$ cat src/rtl/conditional_nesting_tracker_unit_defines.svh
// Assertion macros for the conditional nesting tracker RTL
`ifndef CONDITIONAL_NESTING_TRACKER_UNIT_DEFINES_SVH
`define CONDITIONAL_NESTING_TRACKER_UNIT_DEFINES_SVH

// property that must hold at every rising clock edge out of reset
`define CNTU_ASSERT(label, prop, msg) \
  label: assert property (@(posedge clk_i) disable iff (!rst_ni) (prop)) \
    else $error(msg);

// antecedent in this cycle implies consequent in the next one
`define CNTU_ASSERT_NEXT(label, ante, cons, msg) \
  label: assert property (@(posedge clk_i) disable iff (!rst_ni) (ante) |=> (cons)) \
    else $error(msg);

`endif

$ cat src/rtl/cntu_pkg.sv
// Types, constants and helpers for the conditional nesting tracker
`default_nettype none

package cntu_pkg;

  localparam int StackDepth = 32;
  localparam int CntW       = $clog2(StackDepth + 1);
  localparam int CfgW       = 5;
  localparam int OpenW      = 5;
  localparam int CmpW       = (CntW > CfgW + 1) ? CntW : CfgW + 1;
  localparam int OpenMax    = 31;
  localparam int MaxOpenRst = 16;

  typedef enum logic [2:0] {
    ST_TAKEN      = 3'd0,
    ST_TAKEN_ELSE = 3'd1,
    ST_NOT        = 3'd2,
    ST_NOT_ELSE   = 3'd3,
    ST_DEAD       = 3'd4
  } lvl_state_e;

  typedef enum logic [2:0] {
    MODE_IFNE = 3'd0,
    MODE_IFEQ = 3'd1,
    MODE_IFGT = 3'd2,
    MODE_IFLT = 3'd3,
    MODE_IFGE = 3'd4,
    MODE_IFLE = 3'd5,
    MODE_ELSE = 3'd6,
    MODE_ENDC = 3'd7
  } mode_e;

  typedef enum logic [2:0] {
    ERR_NONE       = 3'd0,
    ERR_LIMIT      = 3'd1,
    ERR_ELSE_NO_IF = 3'd2,
    ERR_EXTRA_ELSE = 3'd3,
    ERR_ENDC_NO_IF = 3'd4,
    ERR_OVERFLOW   = 3'd5
  } err_e;

  typedef enum logic {
    CFG_STRICT   = 1'b0,
    CFG_MAX_OPEN = 1'b1
  } cfg_idx_e;

  typedef enum logic [1:0] {
    OP_HOLD = 2'd0,
    OP_PUSH = 2'd1,
    OP_POP  = 2'd2,
    OP_LOAD = 2'd3
  } shift_op_e;

  typedef struct packed {
    shift_op_e  op;
    lvl_state_e new_state;
  } stack_ctl_t;

  typedef struct packed {
    logic             skipping;
    logic [OpenW-1:0] open_levels;
    logic             label_error;
    err_e             error_code;
  } result_t;

  // lines are assembled only under these two states
  function automatic logic is_active(lvl_state_e s);
    return (s == ST_TAKEN) || (s == ST_NOT_ELSE);
  endfunction

endpackage

`default_nettype wire

$ cat src/rtl/cntu_cell.sv
// One level of the shift stack: holds, takes from above (push or load) or from below (pop)
`default_nettype none

module cntu_cell (
  input  logic                clk_i,
  input  logic                rst_ni,
  input  cntu_pkg::shift_op_e op_i,
  input  cntu_pkg::lvl_state_e above_i,
  input  cntu_pkg::lvl_state_e below_i,
  output cntu_pkg::lvl_state_e state_o
);
  import cntu_pkg::*;

  lvl_state_e state_d, state_q;

  always_comb begin
    unique case (op_i)
      OP_HOLD: state_d = state_q;
      OP_PUSH: state_d = above_i;
      OP_LOAD: state_d = above_i;
      OP_POP:  state_d = below_i;
      default: state_d = state_q;
    endcase
  end

  always_ff @(posedge clk_i or negedge rst_ni) begin
    if (!rst_ni) begin
      state_q <= ST_TAKEN;
    end else begin
      state_q <= state_d;
    end
  end

  assign state_o = state_q;

endmodule

`default_nettype wire

$ cat src/rtl/cntu_ctrl.sv
// Directive decode, level counter, skip flag and configuration registers
`default_nettype none
`include "conditional_nesting_tracker_unit_defines.svh"

module cntu_ctrl (
  input  logic                      clk_i,
  input  logic                      rst_ni,
  input  logic                      accept_i,
  input  logic [2:0]                mode_i,
  input  logic [15:0]               operand_i,
  input  logic                      has_label_i,
  input  logic                      other_lock_i,
  input  cntu_pkg::lvl_state_e      top_i,
  input  cntu_pkg::lvl_state_e      next_i,
  input  logic                      cfg_we_i,
  input  logic                      cfg_idx_i,
  input  logic [cntu_pkg::CfgW-1:0] cfg_wdata_i,
  output cntu_pkg::stack_ctl_t      ctl_o,
  output cntu_pkg::result_t         res_o
);
  import cntu_pkg::*;

  logic [CntW-1:0] count_d, count_q;
  logic            skip_d, skip_q;
  logic            strict_q;
  logic [CfgW-1:0] max_open_q;

  mode_e           mode;
  stack_ctl_t      ctl;
  logic            test_hit;
  logic            neg, zero, full, base_only, at_limit;
  lvl_state_e      push_st;
  logic            lab_err;
  err_e            err;
  logic [CntW-1:0] open_full;

  assign mode      = mode_e'(mode_i);
  assign neg       = operand_i[15];
  assign zero      = (operand_i == 16'd0);
  assign full      = (count_q == CntW'(StackDepth));
  assign base_only = (count_q <= CntW'(1));
  assign at_limit  = strict_q &&
                     (CmpW'(count_q) == (CmpW'(max_open_q) + CmpW'(1)));

  always_comb begin
    unique case (mode)
      MODE_IFNE: test_hit = !zero;
      MODE_IFEQ: test_hit = zero;
      MODE_IFGT: test_hit = !neg && !zero;
      MODE_IFLT: test_hit = neg;
      MODE_IFGE: test_hit = !neg;
      MODE_IFLE: test_hit = neg || zero;
      default:   test_hit = 1'b0;
    endcase
  end

  assign push_st = is_active(top_i) ? (test_hit ? ST_TAKEN : ST_NOT) : ST_DEAD;

  always_comb begin
    ctl.op        = OP_HOLD;
    ctl.new_state = ST_DEAD;
    lab_err       = 1'b0;
    err           = ERR_NONE;
    count_d       = count_q;
    skip_d        = skip_q;
    case (mode) inside
      MODE_IFNE, MODE_IFEQ, MODE_IFGT, MODE_IFLT, MODE_IFGE, MODE_IFLE: begin
        if (other_lock_i || skip_q) begin
          // inside a skipped region only nesting is tracked
          if (skip_q) begin
            if (full) begin
              err = ERR_OVERFLOW;
            end else begin
              ctl.op  = OP_PUSH;
              count_d = count_q + CntW'(1);
            end
          end
        end else begin
          lab_err = has_label_i;
          if (at_limit) begin
            err = ERR_LIMIT;
          end else if (full) begin
            err    = ERR_OVERFLOW;
            skip_d = !is_active(top_i);
          end else begin
            ctl.op        = OP_PUSH;
            ctl.new_state = push_st;
            count_d       = count_q + CntW'(1);
            skip_d        = !is_active(push_st);
          end
        end
      end
      MODE_ELSE: begin
        if (!other_lock_i) begin
          lab_err = has_label_i;
          if (base_only) begin
            err = ERR_ELSE_NO_IF;
          end else if (top_i == ST_TAKEN_ELSE || top_i == ST_NOT_ELSE) begin
            err = ERR_EXTRA_ELSE;
          end else begin
            ctl.op = OP_LOAD;
            if (top_i == ST_TAKEN) begin
              ctl.new_state = ST_TAKEN_ELSE;
            end else if (top_i == ST_NOT) begin
              ctl.new_state = ST_NOT_ELSE;
            end else begin
              ctl.new_state = ST_DEAD;
            end
            skip_d = !is_active(ctl.new_state);
          end
        end
      end
      default: begin
        if (!other_lock_i) begin
          lab_err = has_label_i;
          if (base_only) begin
            err    = ERR_ENDC_NO_IF;
            skip_d = !is_active(top_i);
          end else begin
            ctl.op  = OP_POP;
            count_d = count_q - CntW'(1);
            skip_d  = !is_active(next_i);
          end
        end
      end
    endcase
  end

  assign open_full = count_d - CntW'(1);

  always_comb begin
    res_o.skipping    = skip_d;
    res_o.label_error = lab_err;
    res_o.error_code  = err;
    if (CmpW'(open_full) > CmpW'(OpenMax)) begin
      res_o.open_levels = OpenW'(OpenMax);
    end else begin
      res_o.open_levels = OpenW'(open_full);
    end
  end

  always_comb begin
    ctl_o    = ctl;
    ctl_o.op = accept_i ? ctl.op : OP_HOLD;
  end

  always_ff @(posedge clk_i or negedge rst_ni) begin
    if (!rst_ni) begin
      count_q <= CntW'(1);
      skip_q  <= 1'b0;
    end else if (accept_i) begin
      count_q <= count_d;
      skip_q  <= skip_d;
    end
  end

  always_ff @(posedge clk_i or negedge rst_ni) begin
    if (!rst_ni) begin
      strict_q   <= 1'b1;
      max_open_q <= CfgW'(MaxOpenRst);
    end else if (cfg_we_i) begin
      unique case (cfg_idx_e'(cfg_idx_i))
        CFG_STRICT:   strict_q   <= cfg_wdata_i[0];
        CFG_MAX_OPEN: max_open_q <= cfg_wdata_i;
        default:      strict_q   <= strict_q;
      endcase
    end
  end

  `CNTU_ASSERT(a_count_range, (count_q != '0) && (count_q <= CntW'(StackDepth)), "level count out of range")
  `CNTU_ASSERT(a_skip_matches_top, skip_q == !is_active(top_i), "skip flag disagrees with stack top")
  `CNTU_ASSERT_NEXT(a_push_counts, ctl_o.op == OP_PUSH, count_q == $past(count_q) + CntW'(1), "push did not raise level count")
  `CNTU_ASSERT_NEXT(a_pop_counts, ctl_o.op == OP_POP, count_q == $past(count_q) - CntW'(1), "pop did not lower level count")
  `CNTU_ASSERT(a_overflow_when_full, !(accept_i && err == ERR_OVERFLOW) || full, "overflow reported below capacity")

endmodule

`default_nettype wire

$ cat src/rtl/conditional_nesting_tracker_unit.sv
// Top level: conditional nesting tracker with a shift-register level stack
//
//   channel | direction | handshake                | payload
//   --------+-----------+--------------------------+------------------------------------
//   in      | input     | in_valid_i / in_stall_o  | mode, operand, has_label, other_lock
//   out     | output    | out_valid_o / out_stall_i| skipping, open_levels, label_error,
//           |           |                          | error_code
//   cfg     | input     | cfg_we_i                 | cfg_idx_i, cfg_wdata_i
//
// One item per cycle while the input is not stalled; each result appears in the cycle after its item is accepted.
// Level update: a row shift (on else a top rewrite) plus the counter, in the accept cycle.
// Input is stalled only while a result sits in the output register and out_stall_i is high.
// Reset leaves one taken base level, skip off, strict limit on, limit 16.
`default_nettype none

module conditional_nesting_tracker_unit (
  input  logic                       clk_i,
  input  logic                       rst_ni,
  input  logic                       in_valid_i,
  output logic                       in_stall_o,
  input  logic [2:0]                 mode_i,
  input  logic [15:0]                operand_i,
  input  logic                       has_label_i,
  input  logic                       other_lock_i,
  output logic                       out_valid_o,
  input  logic                       out_stall_i,
  output logic                       skipping_o,
  output logic [cntu_pkg::OpenW-1:0] open_levels_o,
  output logic                       label_error_o,
  output logic [2:0]                 error_code_o,
  input  logic                       cfg_we_i,
  input  logic                       cfg_idx_i,
  input  logic [cntu_pkg::CfgW-1:0]  cfg_wdata_i
);
  import cntu_pkg::*;

  logic       accept;
  logic       out_valid_d, out_valid_q;
  stack_ctl_t ctl;
  result_t    res, res_q;
  lvl_state_e cell_state [StackDepth];

  assign in_stall_o = out_valid_q && out_stall_i;
  assign accept     = in_valid_i && !in_stall_o;

  cntu_ctrl u_ctrl (
    .clk_i        (clk_i),
    .rst_ni       (rst_ni),
    .accept_i     (accept),
    .mode_i       (mode_i),
    .operand_i    (operand_i),
    .has_label_i  (has_label_i),
    .other_lock_i (other_lock_i),
    .top_i        (cell_state[0]),
    .next_i       (cell_state[1]),
    .cfg_we_i     (cfg_we_i),
    .cfg_idx_i    (cfg_idx_i),
    .cfg_wdata_i  (cfg_wdata_i),
    .ctl_o        (ctl),
    .res_o        (res)
  );

  // cell 0 is the stack top; only it takes a rewrite on else
  for (genvar i = 0; i < StackDepth; i++) begin : g_cell
    shift_op_e  op;
    lvl_state_e above, below;

    if (i == 0) begin : g_top
      assign op    = ctl.op;
      assign above = ctl.new_state;
    end else begin : g_mid
      assign op    = (ctl.op == OP_LOAD) ? OP_HOLD : ctl.op;
      assign above = cell_state[i-1];
    end

    if (i == StackDepth - 1) begin : g_last
      assign below = ST_DEAD;
    end else begin : g_link
      assign below = cell_state[i+1];
    end

    cntu_cell u_cell (
      .clk_i   (clk_i),
      .rst_ni  (rst_ni),
      .op_i    (op),
      .above_i (above),
      .below_i (below),
      .state_o (cell_state[i])
    );
  end

  assign out_valid_d = accept || (out_valid_q && out_stall_i);

  always_ff @(posedge clk_i or negedge rst_ni) begin
    if (!rst_ni) begin
      out_valid_q <= 1'b0;
    end else begin
      out_valid_q <= out_valid_d;
    end
  end

  always_ff @(posedge clk_i) begin
    if (accept) begin
      res_q <= res;
    end
  end

  assign out_valid_o   = out_valid_q;
  assign skipping_o    = res_q.skipping;
  assign open_levels_o = res_q.open_levels;
  assign label_error_o = res_q.label_error;
  assign error_code_o  = res_q.error_code;

endmodule

`default_nettype wire

$ cat config.mk
export PLATFORM = sky130hd
export DESIGN_NAME = conditional_nesting_tracker_unit
export DESIGN_NICKNAME = d
export VERILOG_FILES = /design/src/rtl/cntu_pkg.sv /design/src/rtl/cntu_cell.sv /design/src/rtl/cntu_ctrl.sv /design/src/rtl/conditional_nesting_tracker_unit.sv
export VERILOG_INCLUDE_DIRS = /design/src /design/src/rtl
export SDC_FILE = /design/constraint.sdc
export NUM_CORES = 1
export LEC_CHECK = 0
export BUFFER_PORTS_ARGS = -buffer_cell sky130_fd_sc_hd__buf_2
export CAP_MARGIN = 10
export CORE_MARGIN = 4
export CORE_UTILIZATION = 44
export DETAILED_ROUTE_END_ITERATION = 8
export GPL_TIMING_DRIVEN = 1
export PLACE_DENSITY = 0.64
export SLEW_MARGIN = 20
export SYNTH_ARGS = -nofsm -noshare
export SYNTH_HDL_FRONTEND = slang
export SYNTH_SLANG_ARGS = --single-unit
$ cat constraint.sdc
create_clock -name clk_i -period 4.2 [get_ports clk_i]
set_input_delay 0.84 -clock clk_i [delete_from_list [all_inputs] [get_ports clk_i]]
set_output_delay 0.84 -clock clk_i [all_outputs]
set_load 0.1 [all_outputs]
# [Word level (Yosys, flattened, before mapping)]
# Cells that the tools add are included.
[totals] regBits=120 in_bits=32
[classes] n_addsub=4 n_bitwise=1 n_eq_ne=20 reduce_logical=32 n_lt_le_gt_ge=2 n_mux=91
[op_table] cell="$pmux 3 s2" n=32
[op_table] cell="$mux 3" n=21
[op_table] cell="$mux 6" n=8
[op_table] cell="$eq 3x2->1 const B" n=7
[op_table] cell="$mux 5" n=4
[op_table] cell="$mux 2" n=9
[op_table] cell="$logic_not 16->1" n=1
[op_table] cell="$logic_not 3->1" n=5
[op_table] cell="$mux 1" n=15
[op_table] cell="$sub 6x1->6 const B" n=2
[op_table] cell="$eq 3x3->1 const B" n=3
[op_table] cell="$eq 2x2->1 const B" n=4
[op_table] cell="$logic_or 1x1->1" n=8
[op_table] cell="$logic_not 1->1" n=7
[op_table] cell="$add 5x1->6 const B" n=1
[op_table] cell="$add 6x1->6 const B" n=1
[op_table] cell="$eq 3x1->1 const B" n=2
[op_table] cell="$eq 6x6->1" n=1
[op_table] cell="$eq 6x6->1 const B" n=1
[op_table] cell="$gt 6x5->1 const B" n=1
[op_table] cell="$le 6x1->1 const B" n=1
[op_table] cell="$pmux 1 s6" n=1
[op_table] cell="$reduce_or 6->1" n=1
[op_table] cell="$eq 2x1->1 const B" n=2
[op_table] cell="other kinds (6)" n=12

# [Depth between registers and ports, before layout]
[depth] word_depth=19 mapped_depth=15 ltp_nobuf=12

# [Cells and area by module]
# Synthesis repeated with hierarchy kept, for this count alone.
[hier_totals] cells_unflattened=610 hier_area_um2=6227.2
[modules_own_cells] module="cntu_cell" seq_area_each_um2=75.1 area_each_um2=131.4 cells_each=12 instances=32
[modules_own_cells] module="cntu_ctrl" seq_area_each_um2=329.1 area_each_um2=1650.3 cells_each=208 instances=1
[modules_own_cells] module="conditional_nesting_tracker_unit" seq_area_each_um2=325.3 area_each_um2=372.9 cells_each=18 instances=1

# [Worst setup path before layout]
# Ideal clock, no wire load.
[synth_path] path_kind="register -> register" from="reg u_ctrl.max_open_q[0]" to="reg g_cell[16].u_cell.state_q[0]" stages_incl_launch_ff=14 setup_slack_ns=0.761 t_required_ns=4.067 arrival_ns=3.306 setup_time_ns=0.133 period_less_slack_ns=3.439 cell_sequence="dfrtp_1 -> ha_1 -> o21ba_2 -> a221oi_2 -> o211ai_2 -> o21bai_1 -> o22ai_1 -> nand2_1 -> ha_1 -> clkbuf_1 -> clkbuf_1 -> buf_1 -> mux2i_1 -> o21ai_0"
[synth_via] elab_chain_cells=12 word_cells_on_any_way=15 classes_between="add/sub: 1; eq/ne: 5; mux: 6; reduce/logical: 3"
[synth_rtl] element="start: declaration" line="cntu_ctrl.sv:26" text="logic [CfgW-1:0] max_open_q;"
[synth_rtl] element="start signal: assignment" line="cntu_ctrl.sv:160" text="max_open_q <= CfgW'(MaxOpenRst);"
[synth_rtl] element="start signal: assignment" line="cntu_ctrl.sv:164" text="CFG_MAX_OPEN: max_open_q <= cfg_wdata_i;"
[synth_rtl] element="$add 5x1->6 (*)" line="cntu_ctrl.sv:43" text="(CmpW'(count_q) == (CmpW'(max_open_q) + CmpW'(1)));"
[synth_rtl] element="$eq 6x6->1 (*)" line="cntu_ctrl.sv:43"
[synth_rtl] element="$logic_and 1x1->1 (*)" line="cntu_ctrl.sv:42" text="assign at_limit = strict_q &&"
[synth_rtl] element="$mux 5 (*)" line="cntu_ctrl.sv:80" text="if (at_limit) begin"
[synth_rtl] element="$mux 2 (*)" line="cntu_ctrl.sv:68" text="if (other_lock_i || skip_q) begin"
[synth_rtl] element="$mux 2 (*)" line="cntu_ctrl.sv:66" text="case (mode) inside"
[synth_rtl] element="$mux 2 (*)" line="cntu_ctrl.sv:144" text="ctl_o.op = accept_i ? ctl.op : OP_HOLD;"
[synth_rtl] element="$eq 2x2->1" line="conditional_nesting_tracker_unit.sv:72" text="assign op = (ctl.op == OP_LOAD) ? OP_HOLD : ctl.op;"
[synth_rtl] element="$mux 2 (*)" line="conditional_nesting_tracker_unit.sv:72"
[synth_rtl] element="$eq 2x1->1 or $eq 2x2->1 (tied branches)" line="cntu_cell.sv:17" text="unique case (op_i)"
[synth_rtl] element="$reduce_or 2->1 (no source line)"
[synth_rtl] element="$pmux 3 s2" line="cntu_cell.sv:17"
[synth_rtl] element="end signal: assignment" line="cntu_cell.sv:30" text="state_q <= state_d;"
[synth_rtl] element="end: declaration" line="cntu_cell.sv:14" text="lvl_state_e state_d, state_q;"
# Every way passes the cells marked *; elsewhere a longest branch is shown, timed or not.
# A chain may end at the register's enable or synchronous reset.

# [Worst setup path in the final report]
[layout_path] from="reg u_ctrl.max_open_q[0]" to="reg g_cell[19].u_cell.state_q[0]"
[layout_via] elab_chain_cells=12 word_cells_on_any_way=15 classes_between="add/sub: 1; eq/ne: 5; mux: 6; reduce/logical: 3"
[layout_rtl] element="$add 5x1->6 (*)" line="cntu_ctrl.sv:43"
[layout_rtl] element="$eq 6x6->1 (*)" line="cntu_ctrl.sv:43"
[layout_rtl] element="$logic_and 1x1->1 (*)" line="cntu_ctrl.sv:42"
[layout_rtl] element="$mux 5 (*)" line="cntu_ctrl.sv:80"
[layout_rtl] element="$mux 2 (*)" line="cntu_ctrl.sv:68"
[layout_rtl] element="$mux 2 (*)" line="cntu_ctrl.sv:66"
[layout_rtl] element="$mux 2 (*)" line="cntu_ctrl.sv:144"
[layout_rtl] element="$eq 2x2->1" line="conditional_nesting_tracker_unit.sv:72"
[layout_rtl] element="$mux 2 (*)" line="conditional_nesting_tracker_unit.sv:72"
[layout_rtl] element="$eq 2x1->1 or $eq 2x2->1 (tied branches)" line="cntu_cell.sv:17"
[layout_rtl] element="$reduce_or 2->1 (no source line)"
[layout_rtl] element="$pmux 3 s2" line="cntu_cell.sv:17"
[layout_rtl] element="end signal: assignment" line="cntu_cell.sv:30"
[layout_rtl] element="end: declaration" line="cntu_cell.sv:14"
# Marked as above.

==> flow_summary_export.csv <==
group,metric,value,unit
status,status,"completed",
setup_path,cp.required,4480,ps
yosys,synth_area,6370,um^2
job,cap_violations,0,
power_and_ir_drop,max-vdd-ir-drop,0.3375,mV
power_and_ir_drop,total_power,4.283,mW
grt,grt_pass1_vias,4673,
timing,layout_setup_ws,523.6,ps
yosys,synth_ff_type,"dfrtp_1",
yosys,synthTopCellsByArea,"dfrtp_1 (42%), mux2i_1 (15%), o21ai_0 (8.6%)",
timing,rsz0062_at_grt,"false",
drt,antenna_left,0,
setup_path,r2r_cells,11,
timing,fin_crit,3676,ps
setup_path,start_kind,"flop",
timing,max_slew_margin,0.4777,
setup_path,arrival,3960,ps
setup_path,rr_startpoint,"u_ctrl.max_open_q[0]",
floorplan,dieArea,16470,um^2
yosys,syn_area_per_cell,9.830,um^2
floorplan,io_pins,44,
setup_path,cp-startpoint,"u_ctrl.max_open_q[0]",
clock_tree,cts_sinks,120,
place,port-buffer-count,43,
drt,finalWirelength,12.70,mm
clock_tree,cts_made_buffers,17,
power_and_ir_drop,pwr_density_cell,578.4,nW/um^2
yosys,synth-edff-count,10,
yosys,syn_inst,648,
yosys,synth_top_area_frac,0.4203,
timing,clock_skew,8.377,ps
yosys,yosys_warnings,0,
timing,hold_violations,0,
grt,grt_max_degree,83,
drt,drt-vias-per-instance,5.403,
drt,drc_errors,0,
drt,firstDrtPassIters,7,
layout,fin_util,0.5273,
timing,setup_violations,0,
floorplan,row_count,43,
clock_tree,cts_tree,"built",
grt,antenna_found_initial,0,
clock_tree,cts_root_buffer,"clkbuf_16",
yosys,synth.net_count,688,
floorplan,start_util,0.4536,
floorplan,core-area,14040,um^2
power_and_ir_drop,leakage,2.956,nW
place,dpl_cell_area,6793,um^2
place,dp_hpwl,8.564,mm
layout,drive_above_1_share,0.1587,
floorplan,die_h,128.3,um
clock_tree,post_cts_resized,0,
layout,antenna_cells,0,
grt,grt_pass1_wl,22.16,mm
yosys,ys_ff_latch,120,
clock_tree,postCtsSetupRepairBufs,0,
grt,grt_remaining_overflow,0,
floorplan,die_x,128.3,um
setup_path,criticalPathCategory,"reg -> reg",
layout,seq_area,3057,um^2
clock_tree,clkTransAtPathRegs,50,ps
clock_tree,holdBufCountCts,0,
yosys,synth_cell_types,65,
drt,wl_per_cell,14.55,um
clock_tree,cts-htree-levels,4,
clock_tree,clock_latency,410,ps
yosys,yosysSeqAreaShare,0.4799,
layout,area_growth,16.24,%
yosys,synth_top_cell_by_area,"dfrtp_1",
timing,max_freq,272.0,MHz
place,gp_congestion,0.8486,
layout,stdcell_area,7405,um^2
timing,fin_setup_tns,0,ps
setup_path,endpoint_kind,"flop",
drt,drt-initial-drc-count,293,
place,post-place-ws,550.7,ps
layout,layout.nets,721,
timing,slew_viol_final,0,
layout,nFillCells,1232,
clock_tree,clk_path_buf_depth,2,
timing,tightest_slew,783.4,ps
yosys,synthArstFlopShare,0.9167,
layout,multi_input_area,3113,um^2
min_path,hold_class,"in -> async",
drt,via_count,4717,
setup_path,cp_max_fo,48,
timing,min_period_over_period,0.8753,
grt,track_usage,0.1650,
cells by family (layout without fill, tap and decap cells):
kind of cell               after synthesis  after routing  synth area share
and+or+nand+nor                        194            194            0.1434
xor gates and xnor gates                12             12           0.01650
DFF                                    120            120            0.4799
buffers and inverters                   54             99           0.03339
adders and majority gates                8              8           0.01571
muxes                                  104            104            0.1677
AOI/OAI and AO/OA                      156            156            0.1434
Yosys cell counts (all sizes together) (4+ instances only):
master and n:
nor2 18, mux2 9, nor4 5, and3 4, nand3 11, o211ai 5
clkbuf 30, o21ai 112, nand2 121, xnor2 8, inv 12, nor3 7
nand2b 8, and2 4, edfxtp 10, buf 12, xor2 4, ha 8
dfrtp 107, a21oi 7, mux2i 94
power by group:
part	internal (mW)	switching [mW]	total [mW]
registers	1.34	0.155	1.49
logic	0.464	0.838	1.30
clock network	0.994	0.493	1.49
total	2.80	1.49	4.28
state kept, by name (all words and copies together), names as in the netlist:
name,cells
u_ctrl.strict_q,1
open_levels_o,5
g_cell.u_cell.state_o,96
u_ctrl.skip_q,1
u_ctrl.max_open_q,5
label_error_o,1
out_valid_o,1
error_code_o,3
skipping_o,1
u_ctrl.count_q,6
stage by stage:
step / hold slack [ps] / std cells
2_1_floorplan: 449.6 / 648
4_1_cts: 507.5 / 873
5_1_grt: 523.1 / 873
3_5_place_dp: 478.6 / 842
3_3_place_gp: 463.2 / 842
6_report: 443.0 / 873
per-layer routing:
layer  track usage  routed length (um)  vias to the layer above
li1              -                   -                     2360
met1        0.2058                5722                     2258
met2        0.2724                6288                       81
met3       0.05167                 543                       18
met4       0.05618                 145                        0
met5             0                   0                        -
final cells by class:
class | count | area share
clock buffers | 25 | 0.06691
flip-flops and latches | 120 | 0.4128
well taps | 180 | 0.03042
multi-input cells | 474 | 0.4204
clock inverters | 6 | 0.01521
inverters | 12 | 0.006083
repair buffers | 56 | 0.04816
layout by cell type, fill, tap and decap left out, drive strengths merged, types with 2 or more instances in the layout:
| cell type | Yosys | routed |
|---|---|---|
| o211ai | 5 | 5 |
| mux2 | 9 | 9 |
| nor2 | 18 | 18 |
| a31oi | 3 | 3 |
| nor4b | 2 | 2 |
| o31ai | 3 | 3 |
| and3 | 4 | 4 |
| mux2i | 94 | 94 |
| or4 | 2 | 2 |
| nand3 | 11 | 11 |
| o21a | 2 | 2 |
| nand2 | 121 | 121 |
| a21oi | 7 | 7 |
| nor3b | 3 | 3 |
| nand4 | 2 | 2 |
| dfstp | 3 | 3 |
| nor4 | 5 | 5 |
| clkbuf | 30 | 25 |
| and2 | 4 | 4 |
| o2111ai | 3 | 3 |
| dfrtp | 107 | 107 |
| edfxtp | 10 | 10 |
| xnor2 | 8 | 8 |
| o21ai | 112 | 112 |
| o21ba | 2 | 2 |
| inv | 12 | 13 |
| ha | 8 | 8 |
| nor3 | 7 | 7 |
| nand2b | 8 | 8 |
| buf | 12 | 56 |
| bufinv | 0 | 3 |
| nand3b | 2 | 2 |
| xor2 | 4 | 4 |
| a211oi | 3 | 3 |
| o211a | 3 | 3 |
worst paths after layout:
| path | endpoint | slack, ps |
|---|---|---|
| worst max-delay path | g_cell[19].u_cell.state_o[0] | 520 |
| worst min-delay path | u_ctrl.max_open_q[2] | 440 |
| worst max register to register | g_cell[19].u_cell.state_o[0] | 520 |
| worst min register to register | g_cell[31].u_cell.state_o[0] | 500 |
| max in group asynchronous | u_ctrl.count_q[5] | 2990 |
| min in group clk_i | g_cell[31].u_cell.state_o[0] | 500 |
worst max-delay path, stage by stage (launching register included):
cell,delay [ps]
dfrtp_1,420
ha_1,270
o21ba_2,240
a221oi_2,320
o211ai_2,230
o21bai_1,420
o22ai_1,130
nand2_1,150
ha_4,680
buf_12,320
mux2i_1,240
o21ai_0,90
Power figures use the tool's default switching activity.
